[src/rtl/atan2td_fifo.sv]
// Small first-in first-out queue in flip-flops with push/full and pop/empty sides.
module atan2td_fifo #(
	parameter int WIDTH = 8,
	parameter int DEPTH = 2
) (
	input  logic             clk,
	input  logic             arst_n,
	input  logic             push,
	input  logic [WIDTH-1:0] wdata,
	output logic             full,
	input  logic             pop,
	output logic [WIDTH-1:0] rdata,
	output logic             empty
);

	localparam int PW = (DEPTH > 1) ? $clog2(DEPTH) : 1;

	logic [WIDTH-1:0] mem_q [DEPTH];
	logic [PW-1:0]    wr_ptr_q;
	logic [PW-1:0]    rd_ptr_q;
	logic [PW:0]      cnt_q;
	logic             do_push;
	logic             do_pop;

	// Status flags come straight from the occupancy count.
	assign full    = (cnt_q == (PW + 1)'(DEPTH));
	assign empty   = (cnt_q == '0);
	assign do_push = push && !full;
	assign do_pop  = pop && !empty;
	assign rdata   = mem_q[rd_ptr_q];

	// Pointers wrap at the depth, which is a power of two; the count stays between zero and the depth.
	always_ff @(posedge clk or negedge arst_n) begin
		if (!arst_n) begin
			wr_ptr_q <= '0;
			rd_ptr_q <= '0;
			cnt_q    <= '0;
		end else begin
			if (do_push) begin
				wr_ptr_q <= wr_ptr_q + 1'b1;
			end
			if (do_pop) begin
				rd_ptr_q <= rd_ptr_q + 1'b1;
			end
			if (do_push && !do_pop) begin
				cnt_q <= cnt_q + 1'b1;
			end else if (do_pop && !do_push) begin
				cnt_q <= cnt_q - 1'b1;
			end
		end
	end

	// Storage needs no reset; only entries below the count are ever read.
	always_ff @(posedge clk) begin
		if (do_push) begin
			mem_q[wr_ptr_q] <= wdata;
		end
	end

endmodule

[config.mk]
export PLATFORM = sky130hd
export DESIGN_NAME = atan2td_fifo
export DESIGN_NICKNAME = d
export VERILOG_FILES = /design/src/rtl/atan2td_fifo.sv
export SDC_FILE = /design/constraint.sdc
export NUM_CORES = 1
export LEC_CHECK = 0
export BUFFER_PORTS_ARGS = -buffer_cell sky130_fd_sc_hd__buf_4
export CORE_ASPECT_RATIO = 1.2
export CORE_UTILIZATION = 28
export CTS_BUF_LIST = sky130_fd_sc_hd__clkbuf_8 sky130_fd_sc_hd__clkbuf_16
export CTS_CLUSTER_DIAMETER = 40
export DETAILED_ROUTE_END_ITERATION = 12
export MAX_ROUTING_LAYER = met4
export PLACE_DENSITY = 0.5
export SYNTH_ARGS = -nofsm -noshare
export SYNTH_HDL_FRONTEND = slang
export SYNTH_SLANG_ARGS = --single-unit
export TNS_END_PERCENT = 1
[constraint.sdc]
create_clock -name clk -period 1.7 [get_ports clk]
set_input_delay 0.17 -clock clk [delete_from_list [all_inputs] [get_ports clk]]
set_output_delay 0.17 -clock clk [all_outputs]
set_load 0.005 [all_outputs]
# Word level (Yosys, flattened, before mapping)
# Memory sizes are Yosys's and may differ from the RTL's.
# Cells that the tools add are included.
# op_classes
addsub	4
mul	0
div_mod_pow	0
n_lt_le_gt_ge	0
eq_ne	1
n_shift	0
muxes	4
bitwise_logic	0
reduce_logical	10
# ops
op	n
1-bit logical AND	4
1-bit logical NOT	4
2-bit 2-to-1 mux	2
1-bit adder, second input constant	2
2-bit by 1-bit adder with 2-bit output, second input constant	1
2-bit equality test, second input constant	1
2-bit logical NOT	1
1-bit 2-to-1 mux	2
2-bit nonzero test	1
2-bit by 1-bit subtractor with 2-bit output, second input constant	1
# totals
register_bits	4
latchBits	0
ram_bits	16
rom_bits	0
in_bits	12
out_inout_bits	10
elab_cells	23
mem_count	1
# mem_list
name	words	width	read_ports	rd_clocked_by_memory_dff	wr	line	rtl
mem_q	2	8	1	0	1	18	logic [WIDTH-1:0] mem_q [DEPTH];

# Logic depth before layout (Yosys ltp)
# depth
ltp_word	7
depth_mapped	7
mapped_depth_nobuf	7

# Worst setup path after synthesis
# OpenSTA, ideal clock, no wires.
# synth_path
path_type	register -> register
from	register cnt_q[0]
to	memory mem_q[0][0], enable pin
setup_time_ns	0.370
arrival_time_ns	1.022
required_time_ns	1.330
setup_slack_ns	0.308
stages_incl_launch_ff	4
path_buffers	0
synth_period_minus_slack_ns	1.392
cell_sequence	dfrtp_1 -> nand2b_1 -> nand2_2 -> nor2_1
# synth_between
elab_chain_cells	5
# synth_rtl
element	line	rtl
start, declared	21	logic [PW:0] cnt_q;
start signal, assigned	46	cnt_q <= cnt_q + 1'b1;
start signal, assigned	48	cnt_q <= cnt_q - 1'b1;
2-bit equality test	26	assign full = (cnt_q == (PW + 1)'(DEPTH));
1-bit logical NOT	28	assign do_push = push && !full;
1-bit logical AND	28	
1-bit 2-to-1 mux	55	if (do_push) begin
1-bit 2-to-1 mux (implied by the code)	56	mem_q[wr_ptr_q] <= wdata;
end, declared	18	
# Every way passes these cells.

# Worst setup path in the final report
# layout_path
from	register rd_ptr_q
to	output rdata[6]
# layout_between
elab_chain_cells	1
# layout_rtl
element	line	rtl
start, declared	20	logic [PW-1:0] rd_ptr_q;
start signal, assigned	43	rd_ptr_q <= rd_ptr_q + 1'b1;
memory read 2 x 8 bit	n/a	
end, declared	12	output logic [WIDTH-1:0] rdata,
# Every way passes these cells.

==> metrics.csv <==
stage,metric,value,unit
worst_setup_path,CP Cell Sequence,mux2_1 > buf_4,
sta,max-slew violation count,0,
yosys,"EDFF count, synth",16,
yosys,Simple-Gate Fraction of Synth Area,3.84,%
yosys,Netlist cell types,15,
clock_network,postcts setup bufs,0,
global_route,first-pass GRT wire length,1950,um
yosys,"top cells by area, synth","edfxtp_1 61%, dfrtp_1 13%, mux2_1 8.6%",
yosys,Post-synth top flop,edfxtp_1,
clock_network,cts repair resizes,0,
die,Initial Utilization,30.0,%
finish,fin area,1040,um^2
placement,Place WS,0.220,ns
clock_network,CTS tree,done,
clock_network,Hold Buf Count CTS,1,
sta,"Hold Violations, Final",0,
yosys,sequential-to-total area share from yosys stat,74.2,%
clock_network,root buf cell,clkbuf_8,
clock_network,clk_lat worst skew,0.25,ns
run,Max-cap violations,0,
yosys,syn_nets,57,
finish,core occupancy in the finished layout,39.9,%
global_route,initial antenna violation count,0,
pwr,clock network fraction of design power,18.4,%
sta,unrepaired setup endpoints after global routing,false,
sta,Slew @ Worst Pin,0.417,ns
global_route,vias in the first global route,457,
pwr,Sw Share,28.1,%
die,Ports,22,
placement,global placement routability congestion,0.648,
clock_network,total CTS buffers,3,
routing,initial DRC count,7,
finish,fillcell total,270,
sta,Setup Skew,0.00237,ns
yosys,main combinational cell family by area after synthesis,multiplexers,
clock_network,maximum root-to-sink buffer count,2,
routing,Vias,438,
yosys,Synth top area share,61.4,%
yosys,cell with the most instances after synthesis,edfxtp_1,
hold_path,Hold Path Class,primary input to flip-flop,
yosys,"top cells by count, synth","16 x edfxtp_1, 6 x mux2_1, 4 x dfrtp_1",
sta,crit share post-route,91.3,%
clock_network,clk sinks,20,
finish,"Net count, final",84,
worst_setup_path,CP endpoint kind,output port,
sta,Peak Freq,645,MHz
outcome,status,completed,
worst_setup_path,worst path arrival time,1.38,ns
finish,share of layout cells above drive strength 1,41.4,%
worst_setup_path,worst path required time,1.53,ns
sta,setup violators final,0,
routing,Vias/cell,4.25,
worst_setup_path,crit-path max cell delay,0.60,ns
routing,Pre-antenna DRT Iters,4,
sta,Final min period,1.55,ns
die,Die H,59.9,um
clock_network,"Clk pin slew, worst setup/hold paths",0.07,ns
worst_setup_path,crit start category,flip-flop,
finish,# diodes,0,
yosys,Post-Syn Area,782,um^2
routing,Routed Antenna Nets,0,
finish,area occupied by multi-input gates,189,um^2
placement,IO buf count,21,
finish,Syn-to-layout area delta,32.8,%
finish,Sequential Area,581,um^2
pwr,sequential share of power,48.7,%
yosys,XOR/XNOR Fraction of Synth Area,6.56,%
worst_setup_path,Critical Path Fanout Max,9,
die,Die ar.,3010,um^2
yosys,Mean Syn Cell Area,17.8,um^2
pwr,power density cells,1560,nW/um^2
global_route,GRT Residual Overflow,0,
die,Cell Rows,20,
yosys,Synth async-reset ratio,20.0,%
pwr,Combinational Power Share,32.9,%
global_route,largest net degree at the start of global routing,12,
sta,Setup Total Neg Slack,0,ns
die,DIE WIDTH,50.2,um
placement,DP HPWL,847,um
routing,DRT Wirelength,1170,um
pwr,sw power,0.000456,W
yosys,Yosys reg bits,20,
sta,final setup margin,0.148,ns
sta,Worst slew margin,72.2,%
yosys,Synth Area in Compound Gates,0.640,%
yosys,Synth Area in Adders,1.60,%
yosys,cell count after synthesis,44,
pwr,Worst IR Drop VDD,0.853,mV
yosys,Synthesis Warnings,0,
routing,routed len/inst,11.4,um
pwr,Lkg Pwr,0.424,nW
pwr,internal power component,0.00117,W
yosys,mux share of post-synthesis cell area,11.5,%
worst_setup_path,critical path type,flip-flop to output port,
worst_setup_path,Crit-path slowest cell,dfrtp_1,
placement,"Cell Area, Placed",983,um^2
clock_network,htree depth,1,
die,Core Region,2600,um^2
yosys,cell taking the most area after synthesis,edfxtp_1,
global_route,Tot GR Track Use,9.07,%
routing,# DRC,0,
sequential cells by signal, indices dropped and copies added, names as in the netlist:
signal and flops:
rd_ptr_q 1, mem_q 16, wr_ptr_q 1, cnt_q 2
layout by cell type, fill, tap and decap left out, types with 2 or more instances in the layout:
| cell | instances |
|---|---|
| buf_4 | 22 |
| edfxtp_1 | 16 |
| mux2_1 | 6 |
| dfrtp_1 | 4 |
| nor2_1 | 3 |
| clkbuf_8 | 3 |
| mux2_2 | 2 |
| inv_1 | 2 |
| xnor2_1 | 2 |
| xor2_1 | 2 |
final timing paths:
| kind | slack [ns] | depth (start not counted) | to | from |
|---|---|---|---|---|
| max | 0.15 | 2 | rdata[6] | rd_ptr_q$_DFFE_PN0P_ |
| min | 0.10 | 1 | mem_q[1][5]$_DFFE_PP_ | wdata[5] |
| max reg2reg | 0.20 | 7 | cnt_q[1]$_DFFE_PN0P_ | cnt_q[0]$_DFFE_PN0P_ |
| min reg2reg | 0.52 | 1 | cnt_q[1]$_DFFE_PN0P_ | cnt_q[1]$_DFFE_PN0P_ |
| max in group asynchronous | 1.35 | 2 | cnt_q[1]$_DFFE_PN0P_ | arst_n |
| min in group asynchronous | 0.25 | 2 | cnt_q[0]$_DFFE_PN0P_ | arst_n |
routing by layer:
| layer | global-route usage, % | vias to the layer above | wire length [um] |
|---|---|---|---|
| met5 | - | - | 0 |
| met1 | 9.95 | 210 | 543 |
| li1 | - | 211 | - |
| met4 | 3.67 | 0 | 10 |
| met3 | 1.53 | 2 | 52 |
| met2 | 16.2 | 15 | 566 |
logic make-up after synthesis:
| family | Yosys count |
|---|---|
| xor+xnor | 5 |
| fa+ha+maj | 1 |
| buf+inv | 3 |
| compound gates | 1 |
| simple gates | 6 |
| flops | 20 |
| mux | 8 |
through the flow:
step	hold slack, ns	total power (W)	cells
after detailed placement	-0.0272	0.00135	98
after global routing	0.0973	0.00173	103
final	0.105	0.00162	103
after global placement	-0.0279	0.00134	98
after CTS	0.103	0.00165	103
after floorplan	-0.126	0.00109	44
power groups by stage:
stage / clock, W / sequential, W / combinational (W)
floorplan: 0 / 0.000746 / 0.000343
detailed placement: 0 / 0.000806 / 0.000543
global route: 0.000323 / 0.000810 / 0.000593
finish: 0.000298 / 0.000791 / 0.000535
global placement: 0 / 0.000801 / 0.000536
CTS: 0.000303 / 0.000797 / 0.000550
critical path, delay by kind of cell, from the launching register on:
| kind | cells | cell delay, ns |
|---|---|---|
| muxes | 1 | 0.39 |
| buffers and inverters | 1 | 0.14 |
| DFF | 1 | 0.60 |
area by class of cell:
class | count | share of cell area [%]
clock inverters | 1 | 0.361
inverters | 2 | 0.723
multi-input cells | 21 | 18.2
clock buffers | 3 | 3.98
repair buffers | 23 | 16.9
flip-flops and latches | 20 | 55.9
well taps | 33 | 3.98
Note: power is estimated with default switching activity, not from simulation.
