$ cat src/rtl/atan2td_pkg.sv
// Shared types and constants for the tenth-degree atan2 approximation.
package atan2td_pkg;

	// Octant class decided at the front; selects how the back forms the angle.
	typedef enum logic [1:0] {
		CLS_ZERO,
		CLS_LOW,
		CLS_HIGH
	} atan2td_cls_t;

	// Sign and class information that travels with each word through the back.
	typedef struct packed {
		atan2td_cls_t cls;
		logic         y_neg;
		logic         x_neg;
		logic         f_neg;
	} atan2td_flags_t;

	// Degrees-per-radian scale in tenths, and the turn constants in tenths of a degree.
	localparam int ANGLE_SCALE  = 573;
	localparam int HALF_TURN    = 1800;
	localparam int QUARTER_TURN = 900;

	// Denominator coefficient 0.28, kept as a ratio of integers.
	localparam int C28_NUM = 28;
	localparam int C28_DEN = 100;

	// Integer quotient bits of the second division; the quotient never exceeds 573.
	localparam int QUOT_BITS = 10;

	// Result width and the internal width used while forming the angle.
	localparam int ANGLE_WIDTH = 12;
	localparam int SUM_WIDTH   = 13;

endpackage

$ cat src/rtl/atan2td_front.sv
// Front end: takes the magnitudes of y and x and sorts the vector into its class.
module atan2td_front import atan2td_pkg::*; #(
	parameter int INPUT_WIDTH = 32
) (
	input  logic [INPUT_WIDTH-1:0] y_value,
	input  logic [INPUT_WIDTH-1:0] x_value,
	output atan2td_flags_t         flags,
	output logic [INPUT_WIDTH-2:0] small_mag,
	output logic [INPUT_WIDTH-2:0] large_mag
);

	localparam int W = INPUT_WIDTH;

	logic         y_neg;
	logic         x_neg;
	logic [W-1:0] y_inv;
	logic [W-1:0] x_inv;
	logic [W-2:0] y_mag;
	logic [W-2:0] x_mag;

	// Two's complement magnitudes; the most negative code saturates to all ones.
	assign y_neg = y_value[W-1];
	assign x_neg = x_value[W-1];
	assign y_inv = (~y_value) + 1'b1;
	assign x_inv = (~x_value) + 1'b1;

	always_comb begin
		if (!y_neg) begin
			y_mag = y_value[W-2:0];
		end else if (y_inv[W-1]) begin
			y_mag = '1;
		end else begin
			y_mag = y_inv[W-2:0];
		end
		if (!x_neg) begin
			x_mag = x_value[W-2:0];
		end else if (x_inv[W-1]) begin
			x_mag = '1;
		end else begin
			x_mag = x_inv[W-2:0];
		end
	end

	// Choose the ratio direction and the sign of the approximated term.
	always_comb begin
		flags.y_neg = y_neg;
		flags.x_neg = x_neg;
		if (y_mag < x_mag) begin
			flags.cls   = CLS_LOW;
			flags.f_neg = (y_neg != x_neg) && (y_mag != '0);
			small_mag   = y_mag;
			large_mag   = x_mag;
		end else if (y_mag == '0) begin
			flags.cls   = CLS_ZERO;
			flags.f_neg = 1'b0;
			small_mag   = x_mag;
			large_mag   = y_mag;
		end else begin
			flags.cls   = CLS_HIGH;
			flags.f_neg = (y_neg != x_neg) && (x_mag != '0);
			small_mag   = x_mag;
			large_mag   = y_mag;
		end
	end

endmodule

$ cat config.mk
export PLATFORM = sky130hd
export DESIGN_NAME = atan2td_front
export DESIGN_NICKNAME = d
export VERILOG_FILES = /design/src/rtl/atan2td_pkg.sv /design/src/rtl/atan2td_front.sv
export SDC_FILE = /design/constraint.sdc
export NUM_CORES = 1
export LEC_CHECK = 0
export ABC_CLOCK_PERIOD_IN_PS = 4700
export BUFFER_PORTS_ARGS = -buffer_cell sky130_fd_sc_hd__buf_4
export CAP_MARGIN = 20
export CORE_MARGIN = 2
export CORE_UTILIZATION = 55
export DETAILED_ROUTE_END_ITERATION = 10
export PLACE_DENSITY_LB_ADDON = 0.15
export SLEW_MARGIN = 40
export SYNTH_ARGS = -nofsm -noshare
export SYNTH_HDL_FRONTEND = slang
export SYNTH_SLANG_ARGS = --single-unit
$ cat constraint.sdc
create_clock -name vclk -period 4.7
set_input_delay 0.235 -clock vclk [all_inputs]
set_output_delay 0.235 -clock vclk [all_outputs]
set_load 0.005 [all_outputs]
* Word level (Yosys, flattened, before mapping) *
Index checks and enable logic that the tools add are counted.

word-level totals
  logic and storage cells = 21
  flip-flop bits (word level) = 0
  output and inout bits = 67
  bits of input ports = 64

operators by class
  bitwise logic cells = 2
  eq/ne operators = 1
  $add $sub $neg = 2
  order comparisons = 1
  reduce and logical (&&, ||, !) cells = 5
  mux-type cells = 10

operators with widths
  operator                                                          count
  31-bit 2-to-1 mux                                                 6
  32-bit by 1-bit adder with 32-bit output (second input constant)  2
  32-bit inverter                                                   2
  31-bit nonzero test                                               2
  31-bit logical NOT                                                1
  31-bit less-than comparator                                       1
  2-bit 2-to-1 mux                                                  2
  1-bit logical AND                                                 2
  1-bit 2-to-1 mux                                                  2
  1-bit inequality test                                             1

* Depth between registers and ports, before layout *
  word-level depth = 8
  depth in mapped cells = 21
  mapped depth without buffers = 17

* Worst setup path before layout *
Ideal clock, no wire load.

  kind = input -> output
  start point = input port x_value[3]
  end point = output port large_mag[20]
  stages on the path = 15
  arrival = 4026 ps
  buffers on the path = 3
  path slack = 439 ps
  data required time = 4465 ps
  cell sequence = buf_2 nor4_4 nand4_2 nor4_1 clkbuf_1 nor2_1 ha_1 a21oi_1 o211ai_1 a221o_1 a211oi_1 o21ai_0 a31oi_4 buf_4 mux2_2

on the way
  word-level cells in the longest chain between the ends = 6

RTL lines
  item                                      line                 text
  start: declaration                        atan2td_front.sv:6   input logic [INPUT_WIDTH-1:0] x_value,
  32-bit inverter                           atan2td_front.sv:25  assign x_inv = (~x_value) + 1'b1;
  32-bit by 1-bit adder with 32-bit output  atan2td_front.sv:25
  31-bit 2-to-1 mux                         atan2td_front.sv:37  end else if (x_inv[W-1]) begin
  31-bit 2-to-1 mux *                       atan2td_front.sv:35  if (!x_neg) begin
  31-bit less-than comparator               atan2td_front.sv:48  if (y_mag < x_mag) begin
  31-bit 2-to-1 mux *                       atan2td_front.sv:48
  end: declaration                          atan2td_front.sv:9   output logic [INPUT_WIDTH-2:0] large_mag

Mark *: on every way between the ends. The rest lies on a longest branch, timed or not.

==> flow_summary.toml <==
[worst_setup_path]
cp_data_arrival_time_ns = 4.37
worst-path-max-fanout = 17
critical_path.max_stage_delay_ns = 0.61
cp_data_required_time_ns = 4.47
worst-setup-path-type = "input port to output pin"
cpMostUsedCell = "sky130_fd_sc_hd__buf_4"
critical_path.startpoint = "x_value[10]"
cp_slowest_cell = "sky130_fd_sc_hd__or4_1"
cell_chain_of_the_critical_path = "buf_4 > nor4_4 > buf_4 > nand4_4 > or4_1 > buf_4 > o311a_1 > ha_1 > o21ai_0 > o21ai_0 > o211ai_1 > and3_1 > o41ai_2 > a31oi_4 > buf_12 > or4b_1 > o211a_1 > buf_4"
cp-start-kind = "input port"
critPathCaptureType = "output pin"

[route]
first_iter_violations = 554
route.detailed.drc = 0
post_drt_wl_per_cell_um = 18.8
residual_antenna_violating_net_count_after_detailed_routing = 0
route.detailed.vias_per_inst = 6.63
vias = 5782
detailed_route_wire_length_um = 16400
drt-pass1-iter-count = 5

[cells_and_area]
number_of_clock_buffers_in_the_layout = 0
drive_gt1_share_pct = 33.2
register_area_um2 = 0
postLayoutCellArea_um2 = 5700
fill_cells = 573
syn_to_final_growth_pct = 39.9
antenna_cells = 0
finalNonFillerCells = 872
layout.nets = 870
layout.sequential_cells = 0
multi_input_area_um2 = 3850

[run_status]
status = "complete, no violations"

[sta]
setup-violations-final = 0
final_max_slew_viol_count = 0
max_freq_ghz = 0.217
setup_tns_ns = 0
hold_viol = 0
layout_setup_ws_ns = 0.0918
minimum_clock_period_after_layout_ns = 4.61
max_slew.worst_pin.slew_ns = 0.592
post-route-period-util_pct = 98.0
timing.slew.headroom_pct = 60.6

[die]
fp.dieArea_um2 = 8110
floorplan.initialDensity_pct = 56.5
io_pins = 131
die-width_um = 90.1
core_um2 = 7210
rows = 31
chipHeight_um = 90.1

[job]
maxCapViolations = 0

[synthesis]
syn_inst = 615
synth_area_per_cell_um2 = 6.62
yosys_warnings = 0
synth.cell_area_um2 = 4070
yosysUniqueCellTypes = 71
synthesis.nets = 710
ys_seq_area_share_pct = 0

[hold_path]
worstHoldPathType = "input port to output pin"
hold_start = "y_value[31]"

[placement]
place.detailed.instances = 859
pre_cts_slack_ns = -0.0306
postPlaceCellArea_um2 = 5440
routabilityCongestion = 1.03
place.detailed.hpwl_um = 13000
total_of_buffers_placed_on_input_and_output_ports = 131

[power]
p_leak_nw = 2.61
power_density_nw_per_um2 = 139
peakVddDrop_v = 0.0000687
power.total_mw = 0.793

[grt]
antenna_found_initial = 0
grt_overflow_total = 0
grt_first_pass_wirelength_um = 25300
largest_net_degree_at_the_start_of_global_routing = 50
grt_pass1_vias = 5209
grtUsageTotal_pct = 36.7
-- path summary, 6_finish.rpt --
kind	to	slack [ns]	cells after the start
worst min-delay path	flags[2]	0.94	2
worst max-delay path	flags[0]	0.09	18
-- metrics by stage --
step / hold WS [ns] / utilization [%]
2_1_floorplan: 0.551 / -
3_3_place_gp: 0.912 / 75.4
3_5_place_dp: 0.919 / 75.4
4_1_cts: 0.916 / 75.6
5_1_grt: 0.949 / 79.0
6_report: 0.935 / 79.0
-- area by class of cell --
class                           instances  area share [%]
Inverter                               36            2.37
Tap cell                               99            2.17
Multi-Input combinational cell        534            67.6
Timing Repair Buffer                  203            27.8
-- cell usage after synthesis (4+ instances only) --
master | instances | area [µm²]
sky130_fd_sc_hd__o41ai_1 | 4 | 35.0
sky130_fd_sc_hd__a21oi_1 | 20 | 100
sky130_fd_sc_hd__and3_1 | 5 | 31.3
sky130_fd_sc_hd__o21ai_0 | 51 | 255
sky130_fd_sc_hd__or3_1 | 9 | 56.3
sky130_fd_sc_hd__a21o_1 | 4 | 30.0
sky130_fd_sc_hd__or2_2 | 9 | 56.3
sky130_fd_sc_hd__mux2i_1 | 34 | 340
sky130_fd_sc_hd__and2_1 | 5 | 31.3
sky130_fd_sc_hd__mux2_2 | 10 | 113
sky130_fd_sc_hd__buf_2 | 6 | 30.0
sky130_fd_sc_hd__xnor2_1 | 9 | 78.8
sky130_fd_sc_hd__nand2_1 | 63 | 236
sky130_fd_sc_hd__o31a_1 | 5 | 43.8
sky130_fd_sc_hd__nor2_1 | 49 | 184
sky130_fd_sc_hd__o211a_1 | 5 | 50.1
sky130_fd_sc_hd__nand4_1 | 14 | 87.6
sky130_fd_sc_hd__clkbuf_1 | 26 | 97.6
sky130_fd_sc_hd__nand2b_1 | 11 | 68.8
sky130_fd_sc_hd__xor2_1 | 7 | 61.3
sky130_fd_sc_hd__or4_1 | 9 | 67.6
sky130_fd_sc_hd__o22ai_1 | 4 | 25.0
sky130_fd_sc_hd__nor4b_1 | 5 | 43.8
sky130_fd_sc_hd__a31oi_1 | 5 | 31.3
sky130_fd_sc_hd__nor4_4 | 4 | 85.1
sky130_fd_sc_hd__ha_1 | 31 | 388
sky130_fd_sc_hd__inv_1 | 35 | 131
sky130_fd_sc_hd__o211ai_1 | 7 | 52.6
sky130_fd_sc_hd__a21boi_0 | 6 | 45.0
sky130_fd_sc_hd__buf_4 | 8 | 60.1
sky130_fd_sc_hd__nand3_1 | 19 | 95.1
sky130_fd_sc_hd__nor3_1 | 20 | 100
sky130_fd_sc_hd__o22a_1 | 4 | 35.0
sky130_fd_sc_hd__o31ai_1 | 9 | 67.6
sky130_fd_sc_hd__a211oi_1 | 7 | 52.6
sky130_fd_sc_hd__nor4_1 | 18 | 113
sky130_fd_sc_hd__nor2b_1 | 8 | 50.1
sky130_fd_sc_hd__o311ai_0 | 5 | 43.8
sky130_fd_sc_hd__o21a_1 | 11 | 82.6
-- worst max-delay path, delay by kind of cell --
| kind | cells | cell delay, ns |
|---|---|---|
| AOI/OAI and AO/OA | 7 | 1.17 |
| buffers and inverters | 5 | 0.85 |
| adders and majority gates | 1 | 0.33 |
| and+or+nand+nor | 5 | 1.78 |
-- cells in the final DEF, fill, tap and decap left out, types with 9 or more instances in the layout --
| master | netlist | routed |
|---|---|---|
| sky130_fd_sc_hd__o21a_1 | 11 | 11 |
| sky130_fd_sc_hd__inv_1 | 35 | 35 |
| sky130_fd_sc_hd__buf_4 | 8 | 197 |
| sky130_fd_sc_hd__a21oi_1 | 20 | 20 |
| sky130_fd_sc_hd__or3_1 | 9 | 9 |
| sky130_fd_sc_hd__nor4_1 | 18 | 12 |
| sky130_fd_sc_hd__nor3_1 | 20 | 19 |
| sky130_fd_sc_hd__o31ai_1 | 9 | 9 |
| sky130_fd_sc_hd__mux2i_1 | 34 | 34 |
| sky130_fd_sc_hd__nand3_1 | 19 | 18 |
| sky130_fd_sc_hd__nor2_1 | 49 | 49 |
| sky130_fd_sc_hd__mux2_2 | 10 | 10 |
| sky130_fd_sc_hd__xnor2_1 | 9 | 9 |
| sky130_fd_sc_hd__nand2_1 | 63 | 61 |
| sky130_fd_sc_hd__nand2b_1 | 11 | 11 |
| sky130_fd_sc_hd__ha_1 | 31 | 31 |
| sky130_fd_sc_hd__nand4_1 | 14 | 14 |
| sky130_fd_sc_hd__o21ai_0 | 51 | 49 |
| sky130_fd_sc_hd__or2_2 | 9 | 9 |
-- power breakdown --
part / switching, mW / internal [mW]
registers: 0 / 0
clock network: 0 / 0
logic: 0.402 / 0.391
total: 0.402 / 0.391
-- metal layers --
| metal | vias up | wire length, µm | share of wire (%) | global-route usage (%) |
|---|---|---|---|---|
| met2 | 404 | 7680 | 47 | 63.3 |
| met1 | 2660 | 6520 | 40 | 48.5 |
| li1 | 2650 | - | - | - |
| met4 | 0 | 616 | 3.8 | 11.3 |
| met3 | 68 | 1560 | 9.5 | 2.77 |
| met5 | - | 0 | 0 | 0 |
-- cells by family after synthesis --
group,after synthesis,synth area share [%]
multiplexers,44,11.1
adder cells (fa/ha/maj),31,9.52
AND/OR/NAND/NOR,262,35.4
buffers and inverters,81,8.94
AO/OA/AOI/OAI,181,31.6
XOR/XNOR,16,3.44
-- repair_timing --
action / CTS / global route
endpoints found under the setup margin: 1 / 65
hold buffers: 0 / 0
buffers inserted: 0 / 12
pin swaps: 0 / 8
cloned: 0 / 1
gates resized for setup: 3 / 27
Power figures use the tool's default switching activity.
